## src/sv/spcp_pkg.sv

```systemverilog
// Package with the widths, mode codes and pipeline record types of the closest-points unit.
`default_nettype none
package spcp_pkg;

  localparam int COORD_W = 16;            // Q8.8 coordinate
  localparam int DIFF_W  = COORD_W + 1;   // difference of two coordinates
  localparam int PROD_W  = 2 * DIFF_W;    // product of two differences
  localparam int LEN_W   = 2 * COORD_W + 1;  // squared length, unsigned
  localparam int DOT_W   = 2 * COORD_W + 2;  // dot or cross product, signed
  localparam int NUM_W   = DOT_W + 2;     // numerator before clamping
  localparam int Q_W     = 17;            // Q0.16 fraction including the value one
  localparam int Q_FRAC  = 16;
  localparam int TN_W    = 52;            // scaled numerator of t
  localparam int DIV_MW  = DOT_W;         // divider denominator width
  localparam int DIV_NW  = DIV_MW + Q_FRAC;  // divider dividend width
  localparam int DIV_RW  = DIV_NW + 2;    // partial remainder width
  localparam int DIV_LAT = Q_W;           // one quotient bit per stage
  localparam int DIST_W  = 2 * COORD_W + 1;
  localparam int SQ_W    = 2 * COORD_W;
  localparam int IN_W    = 8 * COORD_W;
  localparam int OUT_W   = 104;

  typedef logic [1:0] mode_t;
  localparam mode_t MODE_BOTH = 2'd0;     // both segments are points
  localparam mode_t MODE_PT1  = 2'd1;     // only the first segment is a point
  localparam mode_t MODE_PT2  = 2'd2;     // only the second segment is a point
  localparam mode_t MODE_GEN  = 2'd3;     // two proper segments

  typedef struct packed {
    logic signed [COORD_W-1:0] p1x;
    logic signed [COORD_W-1:0] p1y;
    logic signed [COORD_W-1:0] p2x;
    logic signed [COORD_W-1:0] p2y;
    logic signed [DIFF_W-1:0]  d1x;
    logic signed [DIFF_W-1:0]  d1y;
    logic signed [DIFF_W-1:0]  d2x;
    logic signed [DIFF_W-1:0]  d2y;
  } geo_t;

  typedef struct packed {
    geo_t                    g;
    mode_t                   mode;
    logic [LEN_W-1:0]        a;
    logic [LEN_W-1:0]        e;
    logic signed [DOT_W-1:0] b;
    logic signed [DOT_W-1:0] c;
    logic signed [DOT_W-1:0] f;
  } ctx1_t;

  typedef struct packed {
    geo_t             g;
    mode_t            mode;
    logic [Q_W-1:0]   q1;
    logic             tneg;
    logic             tbig;
  } ctx2_t;

endpackage
`default_nettype wire

```

## src/sv/spcp_div.sv

```systemverilog
// Pipelined restoring divider giving round(num / den) as a Q0.16 fraction, one bit per stage.
`default_nettype none
module spcp_div (
  input  wire logic                         clk,
  input  wire logic                         en,
  input  wire logic [spcp_pkg::DIV_NW-1:0]  num,
  input  wire logic [spcp_pkg::DIV_MW-1:0]  den,
  output logic      [spcp_pkg::Q_W-1:0]     quo
);
  import spcp_pkg::*;

  logic [DIV_RW-1:0] rem_r [DIV_LAT];
  logic [DIV_MW:0]   dd_r  [DIV_LAT];
  logic [Q_W-1:0]    q_r   [DIV_LAT];

  // Rounding is folded in: the quotient of (2*num + den) by 2*den, halves up.
  for (genvar i = 0; i < DIV_LAT; i++) begin : g_stage
    logic [DIV_RW-1:0] rem_in;
    logic [DIV_RW-1:0] sub;
    logic [DIV_MW:0]   dd_in;
    logic [Q_W-1:0]    q_in;
    logic              take;

    if (i == 0) begin : g_first
      assign rem_in = {1'b0, num, 1'b0} + DIV_RW'(den);
      assign dd_in  = {den, 1'b0};
      assign q_in   = '0;
    end else begin : g_next
      assign rem_in = rem_r[i-1];
      assign dd_in  = dd_r[i-1];
      assign q_in   = q_r[i-1];
    end

    assign sub  = DIV_RW'(dd_in) << (DIV_LAT - 1 - i);
    assign take = rem_in >= sub;

    always_ff @(posedge clk) begin
      if (en) begin
        rem_r[i] <= take ? rem_in - sub : rem_in;
        dd_r[i]  <= dd_in;
        q_r[i]   <= q_in | (Q_W'(take) << (DIV_LAT - 1 - i));
      end
    end
  end

  assign quo = q_r[DIV_LAT-1];

endmodule
`default_nettype wire

```

## config.mk

```make
export PLATFORM = sky130hd
export DESIGN_NAME = spcp_div
export DESIGN_NICKNAME = d
export VERILOG_FILES = /design/src/sv/spcp_pkg.sv /design/src/sv/spcp_div.sv
export SDC_FILE = /design/constraint.sdc
export NUM_CORES = 2
export LEC_CHECK = 0
export BUFFER_PORTS_ARGS = -buffer_cell sky130_fd_sc_hd__buf_2
export CAP_MARGIN = 20
export CORE_ASPECT_RATIO = 2
export CORE_MARGIN = 4
export CORE_UTILIZATION = 30
export CTS_CLUSTER_SIZE = 16
export DETAILED_ROUTE_END_ITERATION = 8
export PLACE_DENSITY = 0.44
export SYNTH_ARGS = -nofsm -noshare
export SYNTH_HDL_FRONTEND = slang
export SYNTH_SLANG_ARGS = --single-unit
```

## constraint.sdc

```tcl
create_clock -name clk -period 6.15 [get_ports clk]
set_input_delay 0.615 -clock clk [delete_from_list [all_inputs] [get_ports clk]]
set_output_delay 0.615 -clock clk [all_outputs]
set_load 0.1 [all_outputs]
```

==> impl_results.md <==
* Status: finished clean
* Leakage at around 40 nW
* Post-synth EDFFs at ~1,500
* GP Congestion at between 0.9 and 1
* Clock Path Buffers at 4
* Initial Utilization at 0.302
* Clock share of power at 0.209
* First-pass GRT wire length at ~370,000 um
* Area occupied by multi-input gates at 38,700 sq um
* WL final at ~250,000 um
* Critical path data arrival time at 6.55 ns
* Startpoint types: primary input
* Max Cap Violations at 0
* Psw at around 0.017 W
* Hold Crit Class: primary input to flop
* Most frequent cells in the layout: 1,513 x edfxtp_1, 731 x inv_1, 693 x a21oi_1
* Worst path top cell family by delay: simple AND/OR/NAND/NOR gates
* I/O Buffers at between 100 and 150
* Die W at a little under 400 um
* Largest stage delay, worst path at ~0.44 ns
* Grt total ovfl at 0
* CP required at ~6.7 ns
* TritonCTS clock tree: yes
* Worst Path Buf+Inv at 6
* Tmin final at around 6.0 ns
* Reg2reg setup slack at around 0.89 ns
* Register area share after synthesis at 0.522
* Worst slew pin tran at roughly 1.3 ns
* Post-synth top flop: edfxtp_1
* FFs w/ async S/R, synth at 0
* Row count at ~280
* Area after DPL at 94,700 sq um
* Synth warn at 0
* Setup CP Type: primary input to flop
* WHS at ~0.099 ns
* All-layer global routing usage at 0.163
* I/O pin count at between 100 and 150
* Syn_nets at about 8,700
* Post-route ant nets at 0
* RR Startpoint: rem_r[0][680]
* PnR Total Power at around 0.046 W
* Drt pass-1 iters at 5
* Worst skew pair latency at between 0.8 and 0.9 ns
* Flops & latches, synth at about 1,500
* Hold EP: dd_r[0][2]
* Period utilisation layout at 0.978
* CP max stage cell: or4_4
* CP Max Fanout at 8
* Final Hold Fails at 0
* Pin count of the biggest net entering global routing at around 170
* Root buffer cell: clkbuf_16
* Power density over the cells at approximately 460 nW/um^2
* Antenna violations before repair at 2
* Ratio of cells with drive above 1 in the final layout at 0.110
* Worst reg-to-reg path cell count at 12
* Synth Instances at ~8,000
* Reg area at around 45,000 sq um
* Area growth, synth to finish at 15.2%
* Fmax at around 170 MHz
* Vias in the first global route at approximately 66,000
* Via/cell ratio at 4.92
* Die ar. at between 200,000 and 300,000 sq um
* DRC errors left at 0
* FF-to-FF End: rem_r[0][770]
* Core area at approximately 290,000 sq um
* Num CTS Buffers at ~160
* Pins over their slew limit at 0
* Final HPWL DP at 201,000 um
* Routed WL per cell at ~20 um
* Unrepaired setup endpoints after global routing: true
* Clock skew at approximately 0.077 ns
* H-tree depth at 4
* Die height at between 700 and 800 um
* Clk slew on worst S/H paths at approximately 0.060 ns
* Finish-stage setup viols at 0
* Setup crit end kind: flop
* Vias at around 61,000
* Switching share of total power at 0.374
* Detailed Route Iter0 Violations at ~1,900
* Fillers at around 29,000
* Hold Crit Depth at 2
* Maximum vdd drop at between 0.2 and 0.25 mV
* Final nets at between 9,000 and 10,000
* Final instance area at ~100,000 sq um
* Hold path startpoint: den[1]
* Max_slew headroom at 0.143
* Syn Area/Cell at around 11 sq um
* Post-Syn Area at slightly below 90,000 sq um
* Most common cell after layout, fill and taps aside: edfxtp_1
* Reg power frac at 0.354
* CTS sink count at between 1,500 and 2,000
* Internal Power at ~0.029 W
* Distinct cell type count after synthesis at about 100
* Combinational fraction of design power at 0.437
-- metrics by stage --
step | worst slack [ns] | util | setup TNS, ns | std cells
4_1_cts | 0.00910 | 0.346 | 0 | 12344
2_1_floorplan | 0.0275 | - | 0 | 8000
3_5_place_dp | -1.62 | 0.328 | -54.04 | 12049
5_1_grt | -0.0863 | 0.348 | -0.605 | 12358
6_report | 0.134 | 0.348 | 0 | 12358
3_3_place_gp | -1.63 | 0.328 | -54.83 | 12045
-- synthesized netlist by cell type (19+ instances only) --
library cell | instances | area (sq um)
o21bai_1 | 67 | 503
nand3_1 | 136 | 681
mux2_2 | 105 | 1180
buf_1 | 19 | 71.3
edfxtp_1 | 1513 | 45400
or3_1 | 48 | 300
xnor2_1 | 349 | 3060
a31oi_1 | 59 | 369
nor2b_1 | 97 | 607
nor2_1 | 506 | 1900
a21oi_1 | 699 | 3500
inv_1 | 731 | 2740
o31ai_1 | 57 | 428
o21a_1 | 102 | 766
nand4_1 | 98 | 613
clkbuf_1 | 161 | 604
a21boi_0 | 22 | 165
xor2_1 | 275 | 2410
and3_1 | 68 | 425
ha_1 | 610 | 7630
o21ai_0 | 519 | 2600
a211oi_1 | 53 | 398
nor4_1 | 72 | 450
nor3_1 | 127 | 636
or2_2 | 35 | 219
o211ai_1 | 34 | 255
nand2b_1 | 77 | 482
a21o_1 | 339 | 2540
or4_1 | 27 | 203
a31o_2 | 24 | 210
nand2_1 | 599 | 2250
and2_1 | 38 | 238
-- final cells by class --
class                   instances  share of cell area
clock buffers                 201              0.0425
repair buffers                465              0.0356
well taps                    3793              0.0473
inverters                     733              0.0277
clock inverters                86             0.00814
flip-flops and latches       1513               0.453
diodes                          1           0.0000249
repair inverters                1            0.000200
multi-input cells            5565               0.386
-- cells by family (layout without fill, tap and decap cells) --
kind of cell,count (synthesis),count (layout),synth area share
AO/OA/AOI/OAI,2183,2183,0.157
XOR/XNOR,624,624,0.0627
adder cells (fa/ha/maj),627,627,0.0915
buffers and inverters,922,1486,0.0402
flip-flops,1513,1513,0.522
multiplexers,119,119,0.0157
other,0,1,0
AND/OR/NAND/NOR,2012,2012,0.112
-- state kept, by name, summed over array words and instances (netlist names) --
register,cells
rem_r,832
dd_r,528
q_r,153
-- what timing repair did --
item                                    in CTS  in global routing
hold buffers                                 1                  0
pin swaps                                   18                 23
endpoints found under the hold margin        1                  0
gates cloned                                 1                  0
resized for setup                           18                 52
buffers inserted                             6                 12
endpoints found under the setup margin      36                 35
-- worst max path at each step --
stage / startpoint / end / slack [ns] / depth (start not counted)
after floorplan: num[0] / rem_r[0][42] / 0.03 / 26
after global placement: den[1] / rem_r[0][32] / -1.63 / 28
after detailed placement: den[1] / rem_r[0][36] / -1.62 / 28
after CTS: den[3] / rem_r[0][36] / 0.009 / 29
after global routing: den[3] / rem_r[0][27] / -0.09 / 29
final: den[5] / rem_r[0][32] / 0.13 / 27
-- metal layers --
layer,vias up,GRT usage,share of wire
li1,30230,-,-
met1,28974,0.106,0.26
met2,968,0.374,0.63
met3,661,0.0155,0.020
met4,0,0.129,0.095
met5,-,0,0
-- worst reg2reg max path: stages, from the launching register on --
cell	delay [ns]
edfxtp_1	0.42
ha_1	0.33
nor2b_1	0.14
o21ai_0	0.12
a21boi_1	0.34
o31ai_1	0.24
a211oi_1	0.88
nor2_1	0.41
o31ai_1	0.74
a21oi_4	0.21
or4_1	0.62
nor4b_1	0.45
xor2_1	0.11
-- power groups by stage --
stage          clock network (W)  registers [W]  logic (W)
3_5_place_dp                   0         0.0166     0.0202
3_3_place_gp                   0         0.0165     0.0200
4_1_cts                   0.0101         0.0164     0.0203
2_1_floorplan                  0         0.0161     0.0143
5_1_grt                   0.0105         0.0166     0.0224
6_report                 0.00964         0.0164     0.0202
(Power assumes the default switching activity.)
